## src/design/zcpc_pkg.sv

```systemverilog
// Package for the ZipCrypto password checker.
// Holds the item types, the key constants and the key update functions.
// No dependencies.
`default_nettype none

package zcpc_pkg;

  typedef logic [31:0] key_t;

  // The three keys of one key set
  typedef struct packed {
    key_t k0;
    key_t k1;
    key_t k2;
  } keyset_t;

  // Kind of item, decided in the front part
  typedef enum logic [1:0] {
    OP_PW_CONT   = 2'd0,
    OP_PW_START  = 2'd1,
    OP_HDR_CONT  = 2'd2,
    OP_HDR_START = 2'd3
  } op_t;

  // Item as it waits in the queue between the front and back parts
  typedef struct packed {
    op_t        op;
    logic [7:0] data_byte;
    logic       last_flag;
    logic       last_file;
    logic [7:0] target_check;
    logic [7:0] pre_check;
  } item_t;

  // Back part sequencer states
  typedef enum logic {
    ST_FETCH  = 1'b0,
    ST_UPDATE = 1'b1
  } state_t;

  localparam key_t KEY_INIT0 = 32'h1234_5678;
  localparam key_t KEY_INIT1 = 32'h2345_6789;
  localparam key_t KEY_INIT2 = 32'h3456_7890;
  localparam key_t LCG_MULT  = 32'd134775813;
  localparam key_t CRC_POLY  = 32'hEDB8_8320;

  localparam keyset_t KEYS_INIT = '{k0: KEY_INIT0, k1: KEY_INIT1, k2: KEY_INIT2};

  // Reflected CRC-32 step for one byte.
  function automatic key_t crc_byte(input key_t c, input logic [7:0] b);
    key_t v;
    v = {24'd0, c[7:0] ^ b};
    for (int i = 0; i < 8; i++) begin
      v = v[0] ? ((v >> 1) ^ CRC_POLY) : (v >> 1);
    end
    return (c >> 8) ^ v;
  endfunction

  // Keystream byte from key 2.
  function automatic logic [7:0] stream_byte(input key_t k2);
    logic [15:0] t;
    logic [31:0] p;
    t = k2[15:0] | 16'h0002;
    p = 32'(t) * 32'(t ^ 16'h0001);
    return p[15:8];
  endfunction

  // One key update with byte p.
  function automatic keyset_t advance_keys(input keyset_t k, input logic [7:0] p);
    keyset_t n;
    n.k0 = crc_byte(k.k0, p);
    n.k1 = (k.k1 + {24'd0, n.k0[7:0]}) * LCG_MULT + 32'd1;
    n.k2 = crc_byte(k.k2, n.k1[31:24]);
    return n;
  endfunction

endpackage

`default_nettype wire

```

## src/design/zcpc_in_if.sv

```systemverilog
// Input channel of the ZipCrypto password checker: valid, ready and one item.
// Depends on nothing but plain logic types.
`default_nettype none

interface zcpc_in_if;

  logic       valid;
  logic       ready;
  logic       cmd;
  logic [7:0] data_byte;
  logic       first_flag;
  logic       last_flag;
  logic       last_file;
  logic [7:0] target_check;
  logic [7:0] pre_check;

  modport source (
    output valid, cmd, data_byte, first_flag, last_flag, last_file,
           target_check, pre_check,
    input  ready
  );

  modport sink (
    input  valid, cmd, data_byte, first_flag, last_flag, last_file,
           target_check, pre_check,
    output ready
  );

endinterface

`default_nettype wire

```

## src/design/zcpc_out_if.sv

```systemverilog
// Result channel of the ZipCrypto password checker: valid, ready and one item.
// Depends on nothing but plain logic types.
`default_nettype none

interface zcpc_out_if;

  logic       valid;
  logic       ready;
  logic [7:0] plain_byte;
  logic       header_done;
  logic       target_match;
  logic       pre_match;
  logic       all_files_match;

  modport source (
    output valid, plain_byte, header_done, target_match, pre_match, all_files_match,
    input  ready
  );

  modport sink (
    input  valid, plain_byte, header_done, target_match, pre_match, all_files_match,
    output ready
  );

endinterface

`default_nettype wire

```

## src/design/zcpc_front.sv

```systemverilog
// Front part: accepts input items, classifies them and queues them.
// Depends on zcpc_pkg and zcpc_in_if.
`default_nettype none

module zcpc_front (
  input  wire logic          clk,
  input  wire logic          rst,
  zcpc_in_if.sink            request,
  output zcpc_pkg::item_t    q_item,
  output logic               q_valid,
  input  wire logic          q_ready
);

  import zcpc_pkg::*;

  localparam int unsigned QDEPTH = 2;

  item_t      entries [QDEPTH];
  logic       wr_ptr;
  logic       rd_ptr;
  logic [1:0] count;
  item_t      new_item;
  logic       push;
  logic       pop;

  // Classify the incoming item by command and first flag.
  always_comb begin
    new_item.data_byte    = request.data_byte;
    new_item.last_flag    = request.last_flag;
    new_item.last_file    = request.last_file;
    new_item.target_check = request.target_check;
    new_item.pre_check    = request.pre_check;
    unique case ({request.cmd, request.first_flag})
      2'b00:   new_item.op = OP_PW_CONT;
      2'b01:   new_item.op = OP_PW_START;
      2'b10:   new_item.op = OP_HDR_CONT;
      default: new_item.op = OP_HDR_START;
    endcase
  end

  // Queue handshakes.
  assign request.ready = (count != 2'(QDEPTH));
  assign q_valid       = (count != 2'd0);
  assign q_item        = entries[rd_ptr];
  assign push          = request.valid && request.ready;
  assign pop           = q_valid && q_ready;

  // Queue storage.
  always_ff @(posedge clk) begin
    if (push) begin
      entries[wr_ptr] <= new_item;
    end
  end

  // Queue pointers and fill count.
  always_ff @(posedge clk) begin
    if (rst) begin
      wr_ptr <= 1'b0;
      rd_ptr <= 1'b0;
      count  <= 2'd0;
    end else begin
      if (push) wr_ptr <= ~wr_ptr;
      if (pop)  rd_ptr <= ~rd_ptr;
      case ({push, pop})
        2'b10:   count <= count + 2'd1;
        2'b01:   count <= count - 2'd1;
        default: count <= count;
      endcase
    end
  end

endmodule

`default_nettype wire

```

## src/design/zcpc_back.sv

```systemverilog
// Back part: runs the key updates, decrypts header bytes, keeps the match flag
// and holds the result register. Depends on zcpc_pkg and zcpc_out_if.
`default_nettype none

module zcpc_back (
  input  wire logic          clk,
  input  wire logic          rst,
  input  wire zcpc_pkg::item_t q_item,
  input  wire logic          q_valid,
  output logic               q_ready,
  zcpc_out_if.source         result
);

  import zcpc_pkg::*;

  state_t     state;
  state_t     state_next;
  item_t      cur;
  keyset_t    pw_keys;
  keyset_t    wk_keys;
  logic [7:0] ks;
  logic [7:0] prev_plain;
  logic       all_flag;

  logic       cur_hdr;
  logic       finish;
  logic [7:0] plain;
  logic [7:0] upd_byte;
  keyset_t    upd_keys;
  key_t       src_k2;
  logic       tmatch;
  logic       pmatch;
  logic       all_now;

  logic       out_valid;
  logic [7:0] out_plain;
  logic       out_done;
  logic       out_tmatch;
  logic       out_pmatch;
  logic       out_all;

  assign cur_hdr = (cur.op == OP_HDR_CONT) || (cur.op == OP_HDR_START);

  // Next state of the two-step sequencer.
  always_comb begin
    state_next = state;
    unique case (state)
      ST_FETCH:  if (q_valid) state_next = ST_UPDATE;
      ST_UPDATE: if (finish)  state_next = ST_FETCH;
      default:   state_next = ST_FETCH;
    endcase
  end

  // Sequencer outputs: a header item waits while the result register is full and not being taken.
  always_comb begin
    q_ready = 1'b0;
    finish  = 1'b0;
    unique case (state)
      ST_FETCH:  q_ready = 1'b1;
      ST_UPDATE: finish  = !cur_hdr || !out_valid || result.ready;
      default: begin
        q_ready = 1'b0;
        finish  = 1'b0;
      end
    endcase
  end

  // Keystream source: a new header starts from the password keys.
  assign src_k2 = (q_item.op == OP_HDR_START) ? pw_keys.k2 : wk_keys.k2;

  // Decrypt, update the selected key set and compare check bytes.
  always_comb begin
    plain    = cur.data_byte ^ ks;
    upd_byte = cur_hdr ? plain : cur.data_byte;
    upd_keys = advance_keys(cur_hdr ? wk_keys : pw_keys, upd_byte);
    tmatch   = cur.last_flag && (plain == cur.target_check);
    pmatch   = cur.last_flag && (prev_plain == cur.pre_check);
    all_now  = all_flag && (!cur.last_flag || tmatch);
  end

  // Sequencer state.
  always_ff @(posedge clk) begin
    if (rst) begin
      state <= ST_FETCH;
    end else begin
      state <= state_next;
    end
  end

  // Current item and keystream byte, taken when the item leaves the queue.
  always_ff @(posedge clk) begin
    if (q_valid && q_ready) begin
      cur <= q_item;
      ks  <= stream_byte(src_k2);
    end
  end

  // Key sets, previous plaintext and the all-files flag.
  always_ff @(posedge clk) begin
    if (rst) begin
      pw_keys    <= KEYS_INIT;
      wk_keys    <= '0;
      prev_plain <= 8'd0;
      all_flag   <= 1'b1;
    end else if (state == ST_FETCH) begin
      if (q_valid) begin
        if (q_item.op == OP_PW_START) begin
          pw_keys  <= KEYS_INIT;
          all_flag <= 1'b1;
        end
        if (q_item.op == OP_HDR_START) begin
          wk_keys <= pw_keys;
        end
      end
    end else if (finish) begin
      if (cur_hdr) begin
        wk_keys    <= upd_keys;
        prev_plain <= plain;
        all_flag   <= (cur.last_flag && cur.last_file) ? 1'b1 : all_now;
      end else begin
        pw_keys <= upd_keys;
      end
    end
  end

  // Result register valid.
  always_ff @(posedge clk) begin
    if (rst) begin
      out_valid <= 1'b0;
    end else if (finish && cur_hdr) begin
      out_valid <= 1'b1;
    end else if (result.ready) begin
      out_valid <= 1'b0;
    end
  end

  // Result register payload.
  always_ff @(posedge clk) begin
    if (finish && cur_hdr) begin
      out_plain  <= plain;
      out_done   <= cur.last_flag;
      out_tmatch <= tmatch;
      out_pmatch <= pmatch;
      out_all    <= all_now;
    end
  end

  assign result.valid           = out_valid;
  assign result.plain_byte      = out_plain;
  assign result.header_done     = out_done;
  assign result.target_match    = out_tmatch;
  assign result.pre_match       = out_pmatch;
  assign result.all_files_match = out_all;

endmodule

`default_nettype wire

```

## src/design/zipcrypto_password_checker_unit.sv

```systemverilog
// ZipCrypto password checker: tests one password against encryption headers.
// The back part takes a new item only after the fetch and key update steps for the last one.
// A header item's result is registered when its key update step finishes.
// A two-item queue lets input be accepted while a result waits to be taken.
// Reset loads the password keys with the fixed constants, clears working keys
// and previous plaintext, sets the all-files flag and empties queue and output.
`default_nettype none

module zipcrypto_password_checker_unit (
  input  wire logic  clk,
  input  wire logic  rst,
  zcpc_in_if.sink    request,
  zcpc_out_if.source result
);

  import zcpc_pkg::*;

  item_t q_item;
  logic  q_valid;
  logic  q_ready;

  // Accept, classify and queue items.
  zcpc_front u_front (
    .clk     (clk),
    .rst     (rst),
    .request (request),
    .q_item  (q_item),
    .q_valid (q_valid),
    .q_ready (q_ready)
  );

  // Key updates, decryption and result register.
  zcpc_back u_back (
    .clk     (clk),
    .rst     (rst),
    .q_item  (q_item),
    .q_valid (q_valid),
    .q_ready (q_ready),
    .result  (result)
  );

endmodule

`default_nettype wire

```

## src/flat_wrapper.sv

```systemverilog
// flat-port wrapper written by rule: the top's interface ports become plain ports
module zipcrypto_password_checker_unit_flat import zcpc_pkg::*;
  (clk, rst, request_valid, request_cmd, request_data_byte, request_first_flag, request_last_flag, request_last_file, request_target_check, request_pre_check, request_ready, result_valid, result_plain_byte, result_header_done, result_target_match, result_pre_match, result_all_files_match, result_ready);
  zcpc_in_if request_i ();
  zcpc_out_if result_i ();
  input  wire logic clk;
  input  wire logic rst;
  input wire logic [$bits(request_i.valid)-1:0] request_valid;
  input wire logic [$bits(request_i.cmd)-1:0] request_cmd;
  input wire logic [$bits(request_i.data_byte)-1:0] request_data_byte;
  input wire logic [$bits(request_i.first_flag)-1:0] request_first_flag;
  input wire logic [$bits(request_i.last_flag)-1:0] request_last_flag;
  input wire logic [$bits(request_i.last_file)-1:0] request_last_file;
  input wire logic [$bits(request_i.target_check)-1:0] request_target_check;
  input wire logic [$bits(request_i.pre_check)-1:0] request_pre_check;
  output wire logic [$bits(request_i.ready)-1:0] request_ready;
  output wire logic [$bits(result_i.valid)-1:0] result_valid;
  output wire logic [$bits(result_i.plain_byte)-1:0] result_plain_byte;
  output wire logic [$bits(result_i.header_done)-1:0] result_header_done;
  output wire logic [$bits(result_i.target_match)-1:0] result_target_match;
  output wire logic [$bits(result_i.pre_match)-1:0] result_pre_match;
  output wire logic [$bits(result_i.all_files_match)-1:0] result_all_files_match;
  input wire logic [$bits(result_i.ready)-1:0] result_ready;
  assign request_i.valid = request_valid;
  assign request_i.cmd = request_cmd;
  assign request_i.data_byte = request_data_byte;
  assign request_i.first_flag = request_first_flag;
  assign request_i.last_flag = request_last_flag;
  assign request_i.last_file = request_last_file;
  assign request_i.target_check = request_target_check;
  assign request_i.pre_check = request_pre_check;
  assign request_ready = request_i.ready;
  assign result_valid = result_i.valid;
  assign result_plain_byte = result_i.plain_byte;
  assign result_header_done = result_i.header_done;
  assign result_target_match = result_i.target_match;
  assign result_pre_match = result_i.pre_match;
  assign result_all_files_match = result_i.all_files_match;
  assign result_i.ready = result_ready;
  zipcrypto_password_checker_unit u_core (.clk(clk), .rst(rst), .request(request_i), .result(result_i));
endmodule
```

## config.mk

```make
export PLATFORM = sky130hd
export DESIGN_NAME = zipcrypto_password_checker_unit_flat
export DESIGN_NICKNAME = d
export VERILOG_FILES = /design/src/design/zcpc_pkg.sv /design/src/design/zcpc_in_if.sv /design/src/design/zcpc_out_if.sv /design/src/design/zcpc_front.sv /design/src/design/zcpc_back.sv /design/src/design/zipcrypto_password_checker_unit.sv /design/src/flat_wrapper.sv
export SDC_FILE = /design/constraint.sdc
export NUM_CORES = 1
export LEC_CHECK = 0
export BUFFER_PORTS_ARGS = -buffer_cell sky130_fd_sc_hd__buf_2
export CORE_UTILIZATION = 40
export CTS_CLUSTER_SIZE = 30
export DETAILED_ROUTE_END_ITERATION = 16
export PLACE_DENSITY = 0.57
export SYNTH_ARGS = -nofsm -noshare
export SYNTH_HDL_FRONTEND = slang
export SYNTH_HIERARCHICAL = 1
export SYNTH_SLANG_ARGS = --single-unit
export TNS_END_PERCENT = 20
```

## constraint.sdc

```tcl
create_clock -name clk -period 11.72 [get_ports clk]
set_input_delay 2.344 -clock clk [delete_from_list [all_inputs] [get_ports clk]]
set_output_delay 2.344 -clock clk [all_outputs]
set_load 0.02 [all_outputs]
```

==> reports/qor.log <==
[detailed_routing] via count 16600
[synth] post-synthesis area per instance 9.35 um2
[synth] Post-synth top cells 288 x nor2_1, 271 x inv_1, 208 x dfxtp_1, 169 x ha_1, 169 x nand2_1
[grt] aggregate global routing overflow 0
[worst_setup_path] startpoint type of the worst setup path flip-flop
[worst_setup_path] largest fanout on the critical path 17
[detailed_routing] final routed wirelength across all metal layers 57.3 mm
[hold_path] number of cells on the worst hold path 2
[cells_and_area] antenna cells 0
[run] max-cap violations 0
[timing] Final TNS setup 0 ns
[synth] asr flop ratio synth 0%
[detailed_routing] initial drt markers 1034
[synth] register area share after synthesis 32.4%
[synth] count of state elements after synthesis 311
[timing] number of max-slew violations in the final report 0
[synth] unique cell type count in the Yosys netlist 74
[clock_tree] TritonCTS clock tree built
[clock_tree] clk sink count 311
[cells_and_area] fillers 5359
[timing] clock skew after layout 0.0144 ns
[grt] gr usage total 20.4%
[synth] area share of the largest cell type after synthesis 18.6%
[synth] number of nets produced by synthesis 2713
[grt] maximum number of pins on one net before global-route repair 108
[synth] Area contributors post-synth dfxtp_1 19%, edfxtp_1 14%, fa_1 10%, ha_1 9.4%, xnor2_1 6.5%
[die] number of rows created at floorplan 86
[detailed_routing] average via count per standard cell 5.22
[worst_setup_path] library cell contributing the largest single delay on the critical path edfxtp_1
[timing] number of setup violations in the final report 0
[detailed_routing] Remaining DRCs 0
[worst_setup_path] critical path class reg2reg
[clock_tree] Clock Tree Root clkbuf_16
[cells_and_area] layout net count 2721
[die] Die Span X 239 um
[clock_tree] number of post-CTS setup repair buffers 0
[grt] vias in the first global route 16800
[clock_tree] worst skew pair latency 0.57 ns
[worst_setup_path] worst stage delay on the critical path 0.70 ns
[cells_and_area] fraction of final layout cells with drive strength greater than 1 8.55%
[synth] Synth Flop Type dfxtp_1
[timing] Tcrit/Tclk final 95.0%
[cells_and_area] area of all placed cells without fillers 24700 um2
[worst_setup_path] R2R cell count 37
[placement] final weighted congestion in routability-driven placement 0.895
[timing] Relative slew margins 17.5%
[worst_setup_path] kind of capture point of the worst setup path flip-flop
[grt] antenna violations before repair 0
[timing] Tmin final 11.14 ns
[placement] detailed placement HPWL 39.9 mm
[timing] actual transition at the worst max-transition pin 1.24 ns
[worst_setup_path] FF-to-FF setup slack 0.58 ns
[timing] achievable frequency 0.0898 GHz
[outcome] status finished, final reports clean
[clock_tree] Worst-path clk slew 0.06 ns
[synth] area leader, netlist dfxtp_1
[worst_setup_path] arrival time at the worst endpoint 11.59 ns
[synth] top-count cell post-synth nor2_1
[die] area inside the core boundary 55200 um2
[timing] setup repair after global routing missed its margin no
[clock_tree] cts bufs inserted 38
[hold_path] Hold Path Class reg2reg
[clock_tree] hold buffers post-CTS 0
[die] floorplan die area 57000 um2
[die] starting density of the core 40.6%
[detailed_routing] total iterations of the first detailed-routing run 5
[placement] count of input and output buffers 45
[timing] number of hold-slack violations in the final timing report 0
[synth] Yosys warning total 6
[die] die boundary height 239 um
[placement] Placement Cell Area 23400 um2
[clock_tree] Clock H-tree levels 2
[die] Ports 46
[clock_tree] number of instances resized during post-cts repair 0
[synth] Cell Area, Synth 22400 um2
[detailed_routing] routed len/inst 18.0 um
[cells_and_area] signed area change from the synthesized netlist to the final layout 10.1%
[detailed_routing] antenna violation net count after detailed routing 0
[synth] count of mapped cells out of synthesis 2396
[grt] first-pass GRT wire length 92.0 mm
[worst_setup_path] Worst path most repeated cell xnor2_1
[worst_setup_path] Worst Path Required 12.17 ns
[synth] number of synthesized flops with an enable pin 103
[clock_tree] deepest clock path buffer count 3
## flip-flops by register name (all words and copies together) (netlist names), 2 cells and up, named ones only
name	count
u_core/u_back/cur	27
u_core/u_front/count	2
u_core/u_back/ks	8
u_core/u_back/result.plain_byte	8
u_core/u_front/entries	56
u_core/u_back/pw_keys	96
u_core/u_back/prev_plain	8
u_core/u_back/wk_keys	96
## worst paths after layout
kind | start | end
setup / recovery | u_core/u_back/cur[27] | u_core/u_back/wk_keys[21]
hold / removal | u_core/u_back/wk_keys[85] | u_core/u_back/wk_keys[85]
setup reg to reg | u_core/u_back/cur[27] | u_core/u_back/wk_keys[21]
hold reg to reg | u_core/u_back/wk_keys[85] | u_core/u_back/wk_keys[85]
## per-stage QoR
stage / hold slack, ns / worst slack (ns) / instances / util (%)
floorplan: 0.428 / 0.798 / 2396 / -
global placement: 0.436 / 1.23 / 3112 / 42.4
detailed placement: 0.444 / 0.757 / 3112 / 42.4
CTS: 0.451 / 0.746 / 3181 / 44.7
global route: 0.468 / 0.0901 / 3181 / 44.7
finish: 0.450 / 0.583 / 3181 / 44.7
## area by class of cell
| class | instances | area, um2 | share of cell area (%) |
|---|---|---|---|
| Multi-Input combinational cell | 1706 | 13700 | 55.7 |
| Sequential cell | 311 | 7260 | 29.4 |
| Clock buffer | 53 | 1050 | 4.25 |
| Inverter | 274 | 1030 | 4.17 |
| Tap cell | 748 | 936 | 3.79 |
| Timing Repair Buffer | 73 | 450 | 1.83 |
| Clock inverter | 16 | 215 | 0.873 |
## critical path, delay by kind of cell (launching register included)
family | cells | cell delay [ns]
buffers and inverters | 4 | 0.60
muxes | 1 | 0.31
and+or+nand+nor | 6 | 1.24
xor gates and xnor gates | 10 | 3.40
DFF | 1 | 0.70
adders and majority gates | 6 | 2.33
AOI/OAI and AO/OA | 10 | 2.39
## per-layer routing
layer,global-route usage (%),up-vias,routed length (um)
met5,0,-,0
met4,4.86,0,1010
met3,2.46,73,2640
met2,34.1,371,27200
met1,27.9,8137,26500
li1,-,8038,-
## logic make-up (layout without fill, tap and decap cells)
| logic type | Yosys count | count (layout) | synth area share, % |
|---|---|---|---|
| compound gates | 394 | 394 | 11.3 |
| simple gates | 593 | 593 | 11.3 |
| mux | 151 | 151 | 6.99 |
| buf+inv | 379 | 416 | 6.43 |
| other cells | 1 | 1 | 0.0167 |
| xor+xnor | 281 | 281 | 11.8 |
| flops | 311 | 311 | 32.4 |
| fa+ha+maj | 286 | 286 | 19.9 |
## cells in the final DEF, fill, tap and decap left out, types with 47 or more instances in the layout
cell type / Yosys / layout
nor2_1: 288 / 287
a211oi_1: 47 / 47
o21ai_0: 55 / 55
dfxtp_1: 208 / 207
edfxtp_1: 103 / 103
a21oi_1: 126 / 126
nand2_1: 169 / 167
inv_1: 271 / 271
xor2_1: 99 / 99
ha_1: 169 / 169
xnor2_1: 167 / 167
mux2i_1: 107 / 107
fa_1: 116 / 116
Power is not shown: default switching activity piles up to over one toggle a cycle in this logic, so the estimate is an artifact.
